$ cat src/rtl/ecsm_pkg.sv
// Shared constants, types and codes for the EC scalar multiply unit.
package ecsm_pkg;
  localparam int unsigned FieldBitsDefault  = 16;
  localparam int unsigned ScalarBitsDefault = 16;
  localparam int unsigned CfgWidth          = 16;
  localparam int unsigned CfgIndexWidth     = 1;

  localparam logic [CfgIndexWidth-1:0] RegFieldPrime = 1'b0;
  localparam logic [CfgIndexWidth-1:0] RegCurveA     = 1'b1;

  // Main sequencer states.
  typedef enum logic [4:0] {
    ST_IDLE,
    ST_RED_X,
    ST_RED_Y,
    ST_RED_A,
    ST_BIT,
    ST_ADD_CHK,
    ST_DBL_CHK,
    ST_NUM_SQ,
    ST_NUM_3,
    ST_DEN,
    ST_INV_INIT,
    ST_INV_MUL,
    ST_INV_SQ,
    ST_LAM,
    ST_LAM_SQ,
    ST_XA,
    ST_RY,
    ST_COMMIT,
    ST_OUT
  } ecsm_state_t;

  // Multiplier handshake.
  typedef struct packed {
    logic start;
  } ecsm_mul_ctl_t;

  typedef struct packed {
    logic busy;
    logic done;
  } ecsm_mul_sts_t;
endpackage

$ cat src/rtl/ecsm_if.sv
// Valid/ready channel interface carrying one payload beat.
interface ecsm_if #(
  parameter int unsigned W = 1
) ();
  logic         valid;
  logic         ready;
  logic [W-1:0] data;
  modport source (output valid, output data, input ready);
  modport sink   (input valid, input data, output ready);
endinterface

$ cat src/rtl/ec_point_scalar_multiply_unit.sv
// Top level: EC scalar multiplication, right-to-left double-and-add.
//
// Use: write field_prime (index 0) and curve_a (index 1) on the cfg port
// while idle, then send one beat {point_x, point_y, scalar} on in_ch. One
// beat {result_x, result_y, at_infinity} comes back on out_ch per input.
// Inputs and a are first reduced mod p by a bit-serial remainder unit
// (F = FIELD_BITS). All field arithmetic runs on one bit-serial modular
// multiplier. Each point operation takes up to 2F+4 products, dominated by
// the Fermat inversion (den^(p-2), square and multiply over F exponent bits).
// Latency is longest with every scalar bit and every bit of p-2 set, and
// well under that for sparse scalars or a sparse p-2. p below 3 skips the
// reduction and goes straight to an infinity result; k = 0 still pays the
// input reduction.
// One item is worked at a time; in_ch.ready is high only in idle.
// The result is held in an output register until out_ch takes it; a stalled
// receiver just holds the block in that state. Reset (synchronous) returns
// to idle, drops out valid, and loads p = 11, a = 1.
module ec_point_scalar_multiply_unit
  import ecsm_pkg::*;
#(
  parameter int unsigned FIELD_BITS  = FieldBitsDefault,
  parameter int unsigned SCALAR_BITS = ScalarBitsDefault
) (
  input  logic                     clk,
  input  logic                     rst,
  input  logic                     cfg_we,
  input  logic [CfgIndexWidth-1:0] cfg_index,
  input  logic [CfgWidth-1:0]      cfg_data,
  ecsm_if.sink                     in_ch,
  ecsm_if.source                   out_ch
);
  localparam int unsigned F     = FIELD_BITS;
  localparam int unsigned ExpCW = $clog2(F + 1);

  ecsm_state_t state, state_next;

  // Configuration registers.
  logic [F-1:0] field_prime, curve_a;
  always_ff @(posedge clk) begin
    if (rst) begin
      field_prime <= F'(11);
      curve_a     <= F'(1);
    end else if (cfg_we) begin
      unique case (cfg_index)
        RegFieldPrime: field_prime <= F'(cfg_data);
        RegCurveA:     curve_a     <= F'(cfg_data);
        default: ;
      endcase
    end
  end

  // Input beat unpacked: {x, y, k}.
  logic [F-1:0]           in_x, in_y;
  logic [SCALAR_BITS-1:0] in_k;
  assign in_x = in_ch.data[2*F+SCALAR_BITS-1 -: F];
  assign in_y = in_ch.data[F+SCALAR_BITS-1 -: F];
  assign in_k = in_ch.data[SCALAR_BITS-1:0];

  // Working registers.
  logic [F-1:0]           p, a_r, bx, by, ax, ay;
  logic                   a_inf, first, is_dbl;
  logic [SCALAR_BITS-1:0] k;
  logic [F-1:0]           raw_x, raw_y;
  logic [F-1:0]           sx, sy, tx, ty; // operands of current point op
  logic [F-1:0]           num, den, t1, lam, rx, ry;
  logic [F-1:0]           inv_acc, inv_b, e;
  logic [ExpCW-1:0]       ecnt;
  logic [F-1:0]           res_x, res_y;
  logic                   res_inf, out_valid;

  // Shared multiplier.
  ecsm_mul_ctl_t mctl;
  ecsm_mul_sts_t msts;
  logic [F-1:0]  ma, mb, mp;
  logic          mul_issued;

  ecsm_modmul #(.FIELD_BITS(F)) u_mul (
    .clk(clk), .rst(rst), .ctl(mctl), .op_a(ma), .op_b(mb),
    .modulus(p), .prod(mp), .sts(msts)
  );

  // Shared remainder unit for input reduction.
  logic         red_start, red_done, red_issued;
  logic [F-1:0] red_val, red_rem;
  ecsm_modred #(.FIELD_BITS(F)) u_red (
    .clk(clk), .rst(rst), .start(red_start), .value(red_val),
    .modulus(p), .rem(red_rem), .done(red_done)
  );

  // Field helpers on reduced operands (all < p).
  function automatic logic [F-1:0] fsub(input logic [F-1:0] u, input logic [F-1:0] v,
                                        input logic [F-1:0] m);
    logic [F:0] d;
    d = {1'b0, u} - {1'b0, v};
    fsub = d[F] ? F'(d + {1'b0, m}) : d[F-1:0];
  endfunction

  function automatic logic [F-1:0] fadd(input logic [F-1:0] u, input logic [F-1:0] v,
                                        input logic [F-1:0] m);
    logic [F:0] s;
    s = {1'b0, u} + {1'b0, v};
    fadd = (s >= {1'b0, m}) ? F'(s - {1'b0, m}) : s[F-1:0];
  endfunction

  logic step_done;
  assign step_done = msts.done;

  // Next state.
  always_comb begin
    state_next = state;
    unique case (state)
      ST_IDLE:    if (in_ch.valid) state_next = (field_prime < F'(3)) ? ST_OUT : ST_RED_X;
      ST_RED_X:   if (red_done) state_next = ST_RED_Y;
      ST_RED_Y:   if (red_done) state_next = ST_RED_A;
      ST_RED_A:   if (red_done) state_next = ST_BIT;
      ST_BIT: begin
        if (k == '0)         state_next = ST_OUT;
        else if (!first)     state_next = ST_DBL_CHK;
        else if (k[0])       state_next = ST_ADD_CHK;
        else                 state_next = ST_BIT;
      end
      ST_DBL_CHK: state_next = (by == '0) ? ST_BIT : ST_NUM_SQ;
      ST_ADD_CHK: begin
        if (a_inf)                          state_next = ST_BIT;
        else if (ax == bx)                  state_next = (ay != by || ay == '0) ? ST_BIT
                                                                              : ST_NUM_SQ;
        else                                state_next = ST_INV_INIT;
      end
      ST_NUM_SQ:  if (step_done) state_next = ST_NUM_3;
      ST_NUM_3:   state_next = ST_DEN;
      ST_DEN:     state_next = ST_INV_INIT;
      ST_INV_INIT: state_next = ST_INV_MUL;
      ST_INV_MUL: if (!e[0] || step_done) state_next = ST_INV_SQ;
      ST_INV_SQ:  if (step_done) state_next = (ecnt == ExpCW'(1)) ? ST_LAM : ST_INV_MUL;
      ST_LAM:     if (step_done) state_next = ST_LAM_SQ;
      ST_LAM_SQ:  if (step_done) state_next = ST_XA;
      ST_XA:      state_next = ST_RY;
      ST_RY:      if (step_done) state_next = ST_COMMIT;
      ST_COMMIT:  state_next = ST_BIT;
      ST_OUT:     if (out_valid && out_ch.ready) state_next = ST_IDLE;
      default:    state_next = ST_IDLE;
    endcase
  end

  // Outputs of the sequencer: multiplier and reducer operands.
  always_comb begin
    mctl.start = 1'b0;
    ma = '0;
    mb = '0;
    red_start = 1'b0;
    red_val = '0;
    unique case (state)
      ST_RED_X: begin red_start = !red_issued; red_val = raw_x;   end
      ST_RED_Y: begin red_start = !red_issued; red_val = raw_y;   end
      ST_RED_A: begin red_start = !red_issued; red_val = curve_a; end
      ST_NUM_SQ: begin mctl.start = !mul_issued; ma = sx; mb = sx; end
      ST_INV_MUL: begin mctl.start = !mul_issued && e[0]; ma = inv_acc; mb = inv_b; end
      ST_INV_SQ: begin mctl.start = !mul_issued; ma = inv_b; mb = inv_b; end
      ST_LAM:    begin mctl.start = !mul_issued; ma = num; mb = inv_acc; end
      ST_LAM_SQ: begin mctl.start = !mul_issued; ma = lam; mb = lam; end
      ST_RY:     begin mctl.start = !mul_issued; ma = lam; mb = t1; end
      default: ;
    endcase
  end

  always_ff @(posedge clk) begin
    if (rst) begin
      state      <= ST_IDLE;
      out_valid  <= 1'b0;
      mul_issued <= 1'b0;
      red_issued <= 1'b0;
    end else begin
      state <= state_next;
      if (state_next != state) begin
        mul_issued <= 1'b0;
        red_issued <= 1'b0;
      end else begin
        if (mctl.start) mul_issued <= 1'b1;
        if (red_start)  red_issued <= 1'b1;
      end
      if (state == ST_OUT && !out_valid) out_valid <= 1'b1;
      else if (out_valid && out_ch.ready) out_valid <= 1'b0;
    end
  end

  // Datapath registers.
  always_ff @(posedge clk) begin
    unique case (state)
      ST_IDLE: begin
        p       <= field_prime;
        raw_x   <= in_x;
        raw_y   <= in_y;
        k       <= in_k;
        a_inf   <= 1'b1;
        ax      <= '0;
        ay      <= '0;
        first   <= 1'b1;
      end
      ST_RED_X: if (red_done) bx  <= red_rem;
      ST_RED_Y: if (red_done) by  <= red_rem;
      ST_RED_A: if (red_done) a_r <= red_rem;
      ST_BIT: begin
        if (k != '0) begin
          if (!first) begin
            is_dbl <= 1'b1;
            sx <= bx; sy <= by; tx <= bx; ty <= by;
          end else if (k[0]) begin
            is_dbl <= 1'b0;
            sx <= ax; sy <= ay; tx <= bx; ty <= by;
          end else begin
            k <= k >> 1;
          end
          if (first && !k[0]) first <= 1'b0;
        end
      end
      ST_DBL_CHK: begin
        // Doubling a point with y = 0 gives infinity; base stays unused after.
        first <= 1'b1; // now handle the add half of this bit
        if (by == '0) begin
          // Base becomes infinity: further adds with it change nothing,
          // and doublings stay infinity. Finish: drop remaining bits.
          k <= '0;
        end
      end
      ST_ADD_CHK: begin
        if (a_inf) begin
          a_inf <= 1'b0; ax <= bx; ay <= by;
          k <= k >> 1; first <= 1'b0;
        end else if (ax == bx && (ay != by || ay == '0)) begin
          a_inf <= 1'b1; ax <= '0; ay <= '0;
          k <= k >> 1; first <= 1'b0;
        end else if (ax != bx) begin
          num <= fsub(ty, sy, p);
          den <= fsub(tx, sx, p);
        end
      end
      ST_NUM_SQ: if (step_done) t1 <= mp;
      ST_NUM_3:  num <= fadd(fadd(fadd(t1, t1, p), t1, p), a_r, p);
      ST_DEN:    den <= fadd(sy, sy, p);
      ST_INV_INIT: begin
        inv_acc <= F'(1);
        inv_b   <= den;
        e       <= p - F'(2);
        ecnt    <= ExpCW'(F);
      end
      ST_INV_MUL: if (e[0] && step_done) inv_acc <= mp;
      ST_INV_SQ: if (step_done) begin
        inv_b <= mp;
        e     <= e >> 1;
        ecnt  <= ecnt - 1'b1;
      end
      ST_LAM:    if (step_done) lam <= mp;
      ST_LAM_SQ: if (step_done) rx <= fsub(fsub(mp, sx, p), tx, p);
      ST_XA:     t1 <= fsub(sx, rx, p);
      ST_RY:     if (step_done) ry <= fsub(mp, sy, p);
      ST_COMMIT: begin
        if (is_dbl) begin
          bx <= rx; by <= ry;
          if (!k[0]) k <= k >> 1;
          first <= k[0];
        end else begin
          ax <= rx; ay <= ry; a_inf <= 1'b0;
          k <= k >> 1; first <= 1'b0;
        end
      end
      ST_OUT: if (!out_valid) begin
        res_inf <= a_inf || (p < F'(3));
        res_x   <= (a_inf || p < F'(3)) ? '0 : ax;
        res_y   <= (a_inf || p < F'(3)) ? '0 : ay;
      end
      default: ;
    endcase
  end

  assign in_ch.ready  = (state == ST_IDLE);
  assign out_ch.valid = out_valid;
  assign out_ch.data  = {res_x, res_y, res_inf};

  a_one_unit: assert property (@(posedge clk) disable iff (rst)
    msts.busy |-> !red_issued || state == ST_RED_X || state == ST_RED_Y ||
                  state == ST_RED_A || !red_done)
    else $error("units overlap");
  a_out_hold: assert property (@(posedge clk) disable iff (rst)
    (out_valid && !out_ch.ready) |=> (out_valid && $stable(res_x) && $stable(res_y)))
    else $error("result changed while stalled");
  a_no_accept_busy: assert property (@(posedge clk) disable iff (rst)
    (state != ST_IDLE) |-> !in_ch.ready)
    else $error("input accepted while busy");
  a_acc_reduced: assert property (@(posedge clk) disable iff (rst)
    (state == ST_BIT && !a_inf) |-> (ax < p && ay < p))
    else $error("accumulator not reduced");
endmodule

$ cat src/rtl/ecsm_modmul.sv
// Bit-serial modular multiplier: MSB-first add-and-double, one bit per cycle.
module ecsm_modmul
  import ecsm_pkg::*;
#(
  parameter int unsigned FIELD_BITS = FieldBitsDefault
) (
  input  logic                  clk,
  input  logic                  rst,
  input  ecsm_mul_ctl_t         ctl,
  input  logic [FIELD_BITS-1:0] op_a,
  input  logic [FIELD_BITS-1:0] op_b,
  input  logic [FIELD_BITS-1:0] modulus,
  output logic [FIELD_BITS-1:0] prod,
  output ecsm_mul_sts_t         sts
);
  localparam int unsigned CntW = $clog2(FIELD_BITS + 1);

  logic [FIELD_BITS-1:0] acc, acc_next;
  logic [FIELD_BITS-1:0] mult;
  logic [FIELD_BITS-1:0] shb;
  logic [CntW-1:0]       cnt;
  logic                  busy, done;
  logic [FIELD_BITS:0]   dbl, dbl_r, addv, add_r;

  // acc < p: 2*acc - p once, then + a - p once (a < p).
  always_comb begin
    dbl   = {acc, 1'b0};
    dbl_r = (dbl >= {1'b0, modulus}) ? dbl - {1'b0, modulus} : dbl;
    addv  = dbl_r + (shb[FIELD_BITS-1] ? {1'b0, mult} : '0);
    add_r = (addv >= {1'b0, modulus}) ? addv - {1'b0, modulus} : addv;
    acc_next = add_r[FIELD_BITS-1:0];
  end

  always_ff @(posedge clk) begin
    if (rst) begin
      busy <= 1'b0;
      done <= 1'b0;
      cnt  <= '0;
    end else begin
      done <= 1'b0;
      if (ctl.start) begin
        busy <= 1'b1;
        cnt  <= CntW'(FIELD_BITS);
      end else if (busy) begin
        cnt <= cnt - 1'b1;
        if (cnt == CntW'(1)) begin
          busy <= 1'b0;
          done <= 1'b1;
        end
      end
    end
  end

  always_ff @(posedge clk) begin
    if (ctl.start) begin
      acc  <= '0;
      mult <= op_a;
      shb  <= op_b;
    end else if (busy) begin
      acc <= acc_next;
      shb <= {shb[FIELD_BITS-2:0], 1'b0};
    end
  end

  assign prod     = acc;
  assign sts.busy = busy;
  assign sts.done = done;

  a_done_pulse: assert property (@(posedge clk) disable iff (rst) done |=> !done)
    else $error("multiplier done held");
  a_res_lt_p: assert property (@(posedge clk) disable iff (rst)
    (done && modulus != '0 && $stable(modulus)) |-> (acc < modulus))
    else $error("product not reduced");
  a_start_idle: assert property (@(posedge clk) disable iff (rst) ctl.start |-> !busy)
    else $error("multiplier restarted while busy");
endmodule

$ cat src/rtl/ecsm_modred.sv
// Bit-serial modular reduction: restoring remainder, one bit per cycle.
module ecsm_modred
  import ecsm_pkg::*;
#(
  parameter int unsigned FIELD_BITS = FieldBitsDefault
) (
  input  logic                  clk,
  input  logic                  rst,
  input  logic                  start,
  input  logic [FIELD_BITS-1:0] value,
  input  logic [FIELD_BITS-1:0] modulus,
  output logic [FIELD_BITS-1:0] rem,
  output logic                  done
);
  localparam int unsigned CntW = $clog2(FIELD_BITS + 1);

  logic [FIELD_BITS-1:0] r;
  logic [FIELD_BITS-1:0] sh;
  logic [CntW-1:0]       cnt;
  logic                  busy;
  logic [FIELD_BITS:0]   t, t_r;

  always_comb begin
    t   = {r, sh[FIELD_BITS-1]};
    t_r = (t >= {1'b0, modulus}) ? t - {1'b0, modulus} : t;
  end

  always_ff @(posedge clk) begin
    if (rst) begin
      busy <= 1'b0;
      done <= 1'b0;
      cnt  <= '0;
    end else begin
      done <= 1'b0;
      if (start) begin
        busy <= 1'b1;
        cnt  <= CntW'(FIELD_BITS);
      end else if (busy) begin
        cnt <= cnt - 1'b1;
        if (cnt == CntW'(1)) begin
          busy <= 1'b0;
          done <= 1'b1;
        end
      end
    end
  end

  always_ff @(posedge clk) begin
    if (start) begin
      r  <= '0;
      sh <= value;
    end else if (busy) begin
      r  <= t_r[FIELD_BITS-1:0];
      sh <= {sh[FIELD_BITS-2:0], 1'b0};
    end
  end

  assign rem = r;
endmodule

$ cat src/flat_wrapper.sv
// flat-port wrapper written by rule: the top's interface ports become plain ports
module ec_point_scalar_multiply_unit_flat import ecsm_pkg::*;
#(
  parameter int unsigned FIELD_BITS  = FieldBitsDefault,
  parameter int unsigned SCALAR_BITS = ScalarBitsDefault
)
  (clk, rst, cfg_we, cfg_index, cfg_data, in_ch_valid, in_ch_data, in_ch_ready, out_ch_valid, out_ch_data, out_ch_ready);
  ecsm_if #(.W(48)) in_ch_i ();
  ecsm_if #(.W(33)) out_ch_i ();
  input  logic clk;
  input  logic rst;
  input  logic cfg_we;
  input  logic [CfgIndexWidth-1:0] cfg_index;
  input  logic [CfgWidth-1:0] cfg_data;
  input wire logic [$bits(in_ch_i.valid)-1:0] in_ch_valid;
  input wire logic [$bits(in_ch_i.data)-1:0] in_ch_data;
  output wire logic [$bits(in_ch_i.ready)-1:0] in_ch_ready;
  output wire logic [$bits(out_ch_i.valid)-1:0] out_ch_valid;
  output wire logic [$bits(out_ch_i.data)-1:0] out_ch_data;
  input wire logic [$bits(out_ch_i.ready)-1:0] out_ch_ready;
  assign in_ch_i.valid = in_ch_valid;
  assign in_ch_i.data = in_ch_data;
  assign in_ch_ready = in_ch_i.ready;
  assign out_ch_valid = out_ch_i.valid;
  assign out_ch_data = out_ch_i.data;
  assign out_ch_i.ready = out_ch_ready;
  ec_point_scalar_multiply_unit #(.FIELD_BITS(FIELD_BITS), .SCALAR_BITS(SCALAR_BITS)) u_core (.clk(clk), .rst(rst), .cfg_we(cfg_we), .cfg_index(cfg_index), .cfg_data(cfg_data), .in_ch(in_ch_i), .out_ch(out_ch_i));
endmodule
$ cat config.mk
export PLATFORM = sky130hd
export DESIGN_NAME = ec_point_scalar_multiply_unit_flat
export DESIGN_NICKNAME = d
export VERILOG_FILES = /design/src/rtl/ecsm_pkg.sv /design/src/rtl/ecsm_if.sv /design/src/rtl/ec_point_scalar_multiply_unit.sv /design/src/rtl/ecsm_modmul.sv /design/src/rtl/ecsm_modred.sv /design/src/flat_wrapper.sv
export SDC_FILE = /design/constraint.sdc
export NUM_CORES = 2
export LEC_CHECK = 0
export BUFFER_PORTS_ARGS = -buffer_cell sky130_fd_sc_hd__buf_2
export CAP_MARGIN = 10
export CORE_MARGIN = 3
export CORE_UTILIZATION = 50
export CTS_CLUSTER_DIAMETER = 200
export CTS_CLUSTER_SIZE = 14
export DETAILED_ROUTE_END_ITERATION = 10
export GPL_TIMING_DRIVEN = 0
export PLACE_DENSITY = 0.65
export REMOVE_ABC_BUFFERS = 1
export SLEW_MARGIN = 15
export SYNTH_ARGS = -nofsm -noshare
export SYNTH_HDL_FRONTEND = slang
export SYNTH_HIERARCHICAL = 1
export SYNTH_SLANG_ARGS = --single-unit
$ cat constraint.sdc
create_clock -name clk -period 17.3 [get_ports clk]
set_input_delay 4.325 -clock clk [delete_from_list [all_inputs] [get_ports clk]]
set_output_delay 4.325 -clock clk [all_outputs]
set_load 0.01 [all_outputs]
---- Word-level counts from Yosys, hierarchy flattened ----
Cells that the tools add are included.
word-level totals
  flip-flop bits (word level) ............. 527
  latch bits .............................. 0
  memory bits (writable) .................. 0
  bits in read-only memories .............. 0
  bits of input ports ..................... 70
  output and inout port bits .............. 35
  logic and storage cells ................. 305
  memories kept ........................... 0
cells by class
  add/sub/neg operators ................... 28
  multiply operators ...................... 0
  divide/modulo/power cells ............... 0
  magnitude comparators ................... 9
  equal/unequal tests ..................... 41
  shifts and indexed selects .............. 0
  mux-type cells .......................... 114
  bitwise operators ....................... 4
  reductions and logical operators ........ 61
operator list
  kind                                                         number
  2-to-1 mux 16 bit                                            49
  one-hot mux 16 bit (2 select lines)                          8
  one-hot mux 16 bit (5 select lines)                          3
  one-hot mux 16 bit (3 select lines)                          3
  >= comparator 17 x 16 -> 1 bit                               7
  2-to-1 mux 5 bit                                             21
  subtractor 16 x 16 -> 17 bit                                 6
  adder 16 bit                                                 6
  subtractor 16 bit                                            6
  one-hot mux 5 bit (19 select lines)                          1
  adder 16 x 16 -> 17 bit                                      4
  zero test 16 bit                                             3
  == test 5 x 4 -> 1 bit, second input constant                8
  less-than comparator 16 x 2 -> 1 bit, second input constant  2
  != test 16 bit                                               2
  AND reduction 2 bit                                          11
  2-to-1 mux 1 bit                                             21
  == test 5 x 1 -> 1 bit, second input constant                4
  == test 5 x 3 -> 1 bit, second input constant                4
  nonzero test 2 bit                                           10
  adder 17 x 16 -> 17 bit                                      1
  2-to-1 mux 17 bit                                            1
  subtractor 17 x 16 -> 17 bit                                 1
  == test 16 bit                                               1
  29 further kinds                                             74

---- Logic depth before layout (Yosys ltp) ----
  depth in word-level cells ............... 10
  gate-level depth with buffers ........... 53
  gate-level depth less buffers ........... 50

---- Modules after synthesis ----
Netlist, hierarchy kept.
modules (own cells, without submodules)
  module                         times used  cells each  area an instance (um^2)  seq. area each (um^2)
  ec_point_scalar_multiply_unit  1           3299        31711.7                  12602.1
  ecsm_modmul                    1           514         4707.0                   1421.4
  ecsm_modred                    1           307         2752.6                   940.9

---- Worst setup path after synthesis ----
No wires, ideal clock.
  kind .................................... register -> register
  start ................................... reg u_core.p[1]
  end ..................................... reg u_core.num[12], data pin
  setup time .............................. 0.269 ns
  arrival time ............................ 10.282 ns
  required time ........................... 17.031 ns
  slack ................................... 6.749 ns
  stages on the path, launching flop included .. 49
  path buffers ............................ 4
  period minus slack after synthesis ...... 10.551 ns
  cells stage by stage .................... edfxtp_1 -> inv_1 -> ha_1 -> nor2b_1 -> o21ai_0 -> a21boi_0 -> o21ai_0 -> a21oi_1 -> a41oi_1 -> o211ai_1 -> a31oi_4 -> clkbuf_1 -> o21ai_0 -> ha_1 -> a2111o_1 -> o2111ai_1 -> a21oi_1 -> o21a_1 -> [13 not listed] -> inv_1 -> fa_1 -> nand3b_1 -> a21oi_1 -> nor4_2 -> o31ai_1 -> a31oi_1 -> xnor2_1 -> ha_1 -> and4_1 -> nand2_1 -> nor4_1 -> a2111o_1 -> nand2b_1 -> buf_2 -> buf_4 -> mux2i_1 -> mux2i_1
on the way
  word-level cells in the longest chain between the ends .. 9
  elaborated cells between the ends (all ways) .. 17
  those cells by class .................... add/sub (6); order compare (3); mux (8)
ends and longest elaborated chain
  what                                                                 RTL line                              text
  start, declared                                                      ec_point_scalar_multiply_unit.sv:60   logic [F-1:0] p, a_r, bx, by, ax, ay;
  start signal, assigned                                               ec_point_scalar_multiply_unit.sv:190  p <= field_prime;
  subtractor 16 bit or >= comparator 17 x 16 -> 1 bit (tied branches)  ec_point_scalar_multiply_unit.sv:102  fadd = (s >= {1'b0, m}) ? F'(s - {1'b0, m}) : s[F-1:0];
  2-to-1 mux 16 bit                                                    ec_point_scalar_multiply_unit.sv:102
  adder 16 x 16 -> 17 bit                                              ec_point_scalar_multiply_unit.sv:101  s = {1'b0, u} + {1'b0, v};
  subtractor 16 bit or >= comparator 17 x 16 -> 1 bit (tied branches)  ec_point_scalar_multiply_unit.sv:102
  2-to-1 mux 16 bit                                                    ec_point_scalar_multiply_unit.sv:102
  adder 16 x 16 -> 17 bit                                              ec_point_scalar_multiply_unit.sv:101
  subtractor 16 bit or >= comparator 17 x 16 -> 1 bit (tied branches)  ec_point_scalar_multiply_unit.sv:102
  2-to-1 mux 16 bit                                                    ec_point_scalar_multiply_unit.sv:102
  one-hot mux 16 bit (2 select lines) *                                ec_point_scalar_multiply_unit.sv:188  unique case (state)
  end signal, assigned                                                 ec_point_scalar_multiply_unit.sv:233  num <= fsub(ty, sy, p);
  end signal, assigned                                                 ec_point_scalar_multiply_unit.sv:238  ST_NUM_3: num <= fadd(fadd(fadd(t1, t1, p), t1, p), a_r, p);
  end, declared                                                        ec_point_scalar_multiply_unit.sv:65   logic [F-1:0] num, den, t1, lam, rx, ry;
Every way passes the cells marked *; elsewhere a longest branch is shown, timed or not. The select of a mux whose other input is x is not followed.
A chain may end at the register's enable or synchronous reset.

---- Worst setup path after layout ----
  start ................................... reg u_core.p[2]
  end ..................................... reg u_core.num[14], data pin
The elaborated chain is that of the path after synthesis.

==> out/results.ini <==
[outcome]
status = finished, final reports clean

[clock_tree]
cts_buffers = 43
cts_root_buf = clkbuf_16
cts.htree.levels = 2
cts_hold_buf = 0
path_clk_slew_ps = 80
cts.sinks = 527
cts_tree = built
cts-resized-gates = 0
clk_latency_ps = 620
cts_max_path_buffers = 3
postCtsSetupRepairBufs = 0

[grt]
groute.usage.overall = 0.3018
grt_pass1_vias = 29530
grt_pass1_wl_um = 186300
grt_max_degree = 54
antenna_found_initial = 2
overflow = 0

[route]
post_drt_wl_per_cell_um = 24.09
vias = 32021
ant_nets = 0
via_per_inst = 6.096
met3_length_um = 9985
drc_errors = 0
drtIter0Drc = 3888
dr_wl_met2_um = 55270
postRouteWirelength_um = 126600
wl_met1_um = 53920
maxUsedRoutingLayer = met5
first_pass_iters = 9

[timing]
period_needed_ps = 13800
timing.fmax_mhz = 72.49
setup_viol = 0
hold_viol_final = 0
setup_tns_ps = 0
rsz0062_at_grt = no
slew_violations = 0
min_period_over_period = 0.7975
finClkSkew_ps = 38.13
slew_headroom = 0.1900
worst_slew_pin_slew_ps = 1215

[critical_path]
cp_max_fo = 28
cpMaxStageDelayCell = edfxtp_1
worstSetupEndpointType = register
startpoint_type = register
arrival_ps = 14090
crit_type = register to register
crit_required_ps = 17600
cpPeakStageDelay_ps = 1060

[place]
dpl_cell_area_mm2 = 0.04148
gp_congestion = 0.9654
dp_hpwl_um = 98430
numPortBuffers = 104

[logic_synthesis]
yosysWarnings = 6
avgSynthCellArea_um2 = 9.508
syn-cell-area_mm2 = 0.03916
syn_inst = 4119

[die]
die_h_um = 285.9
io-pin-count = 105
dieArea_mm2 = 0.08172
initial_core_util = 0.5106
coreArea_mm2 = 0.07671
die_x_um = 285.9
row_count = 101

[worst_hold_path]
hold_path.class = register to register

[layout]
layout-area-overhead-vs-synth_pct = 9.147
nNetsFinal = 4633
design_area_mm2 = 0.04275
drive_gt1_frac = 0.1023

[pwr]
p_per_area_mw_per_mm2 = 204.6
max-vdd-ir-drop_mv = 0.1655
leakage_uw = 0.01733

[flow_run]
cap_violations = 0

==> cells in the final DEF (no fill, tap or decap), types with 22 or more instances in the layout <==
cell,instances
buf_8,24
a211oi_1,39
nor3_1,71
nor4_1,36
fa_1,22
xnor2_1,237
ha_1,355
a31oi_1,30
nor2b_1,51
dfxtp_1,83
clkbuf_16,43
o211ai_1,36
nor2_1,297
o21a_1,51
xor2_1,94
a222oi_1,43
buf_2,105
and2_1,64
nand4_1,40
nand3_1,55
nand2b_1,42
o21bai_1,25
a21oi_1,287
o21ai_0,219
a21o_1,91
a22oi_1,50
edfxtp_1,441
and3_1,38
nand2_1,480
clkbuf_1,33
mux2_2,130
inv_1,236
mux2i_1,39
==> per-stage QoR <==
step / total power (uW) / utilization / std cells / hold slack [ps] / worst slack [ps]
6_report: 8746 / 0.5573 / 5253 / 458.0 / 3504
4_1_cts: 8673 / 0.5572 / 5251 / 457.5 / 3777
2_1_floorplan: 6400 / - / 3982 / 426.8 / 6305
3_3_place_gp: 7575 / 0.5264 / 5116 / 442.6 / 2672
3_5_place_dp: 7689 / 0.5408 / 5171 / 444.6 / 3865
5_1_grt: 9434 / 0.5572 / 5251 / 471.6 / 2764
==> layout make-up <==
cell class | count | area, um^2
diodes | 2 | 5.005
clock buffers | 76 | 1200
clock inverters | 4 | 56.30
fillers | 6879 | 33960
inverters | 239 | 897.1
multi-input cells | 3216 | 22880
flip-flops and latches | 527 | 14970
well taps | 1030 | 1289
repair buffers | 159 | 1451
==> worst max-delay path, delay by kind of cell (launching register included) <==
family	cells	cell delay, ps
compound gates	23	6880
fa+ha+maj	6	2180
simple gates	9	1640
flops	1	1060
mux	3	870
buf+inv	3	560
xor+xnor	1	220
==> power breakdown <==
| group | internal (uW) | switching (uW) |
|---|---|---|
| clock | 475 | 471 |
| combinational | 2670 | 3350 |
| sequential | 1580 | 207 |
==> routing by layer <==
layer	vias to the layer above	global-route usage
met5	-	0
met4	4	0.1483
met3	248	0.04175
met2	1306	0.4669
met1	15188	0.4163
li1	15275	-
==> path summary, 6_finish.rpt <==
kind                    startpoint             end  slack [ps]  cells past startpoint
max                    u_core/p[2]  u_core/num[14]        3500                     45
max reg2reg            u_core/p[2]  u_core/num[14]        3500                     45
min reg2reg  u_core/field_prime[2]     u_core/p[2]         460                      0
min          u_core/field_prime[2]     u_core/p[2]         460                      0
(Power assumes the default switching activity.)
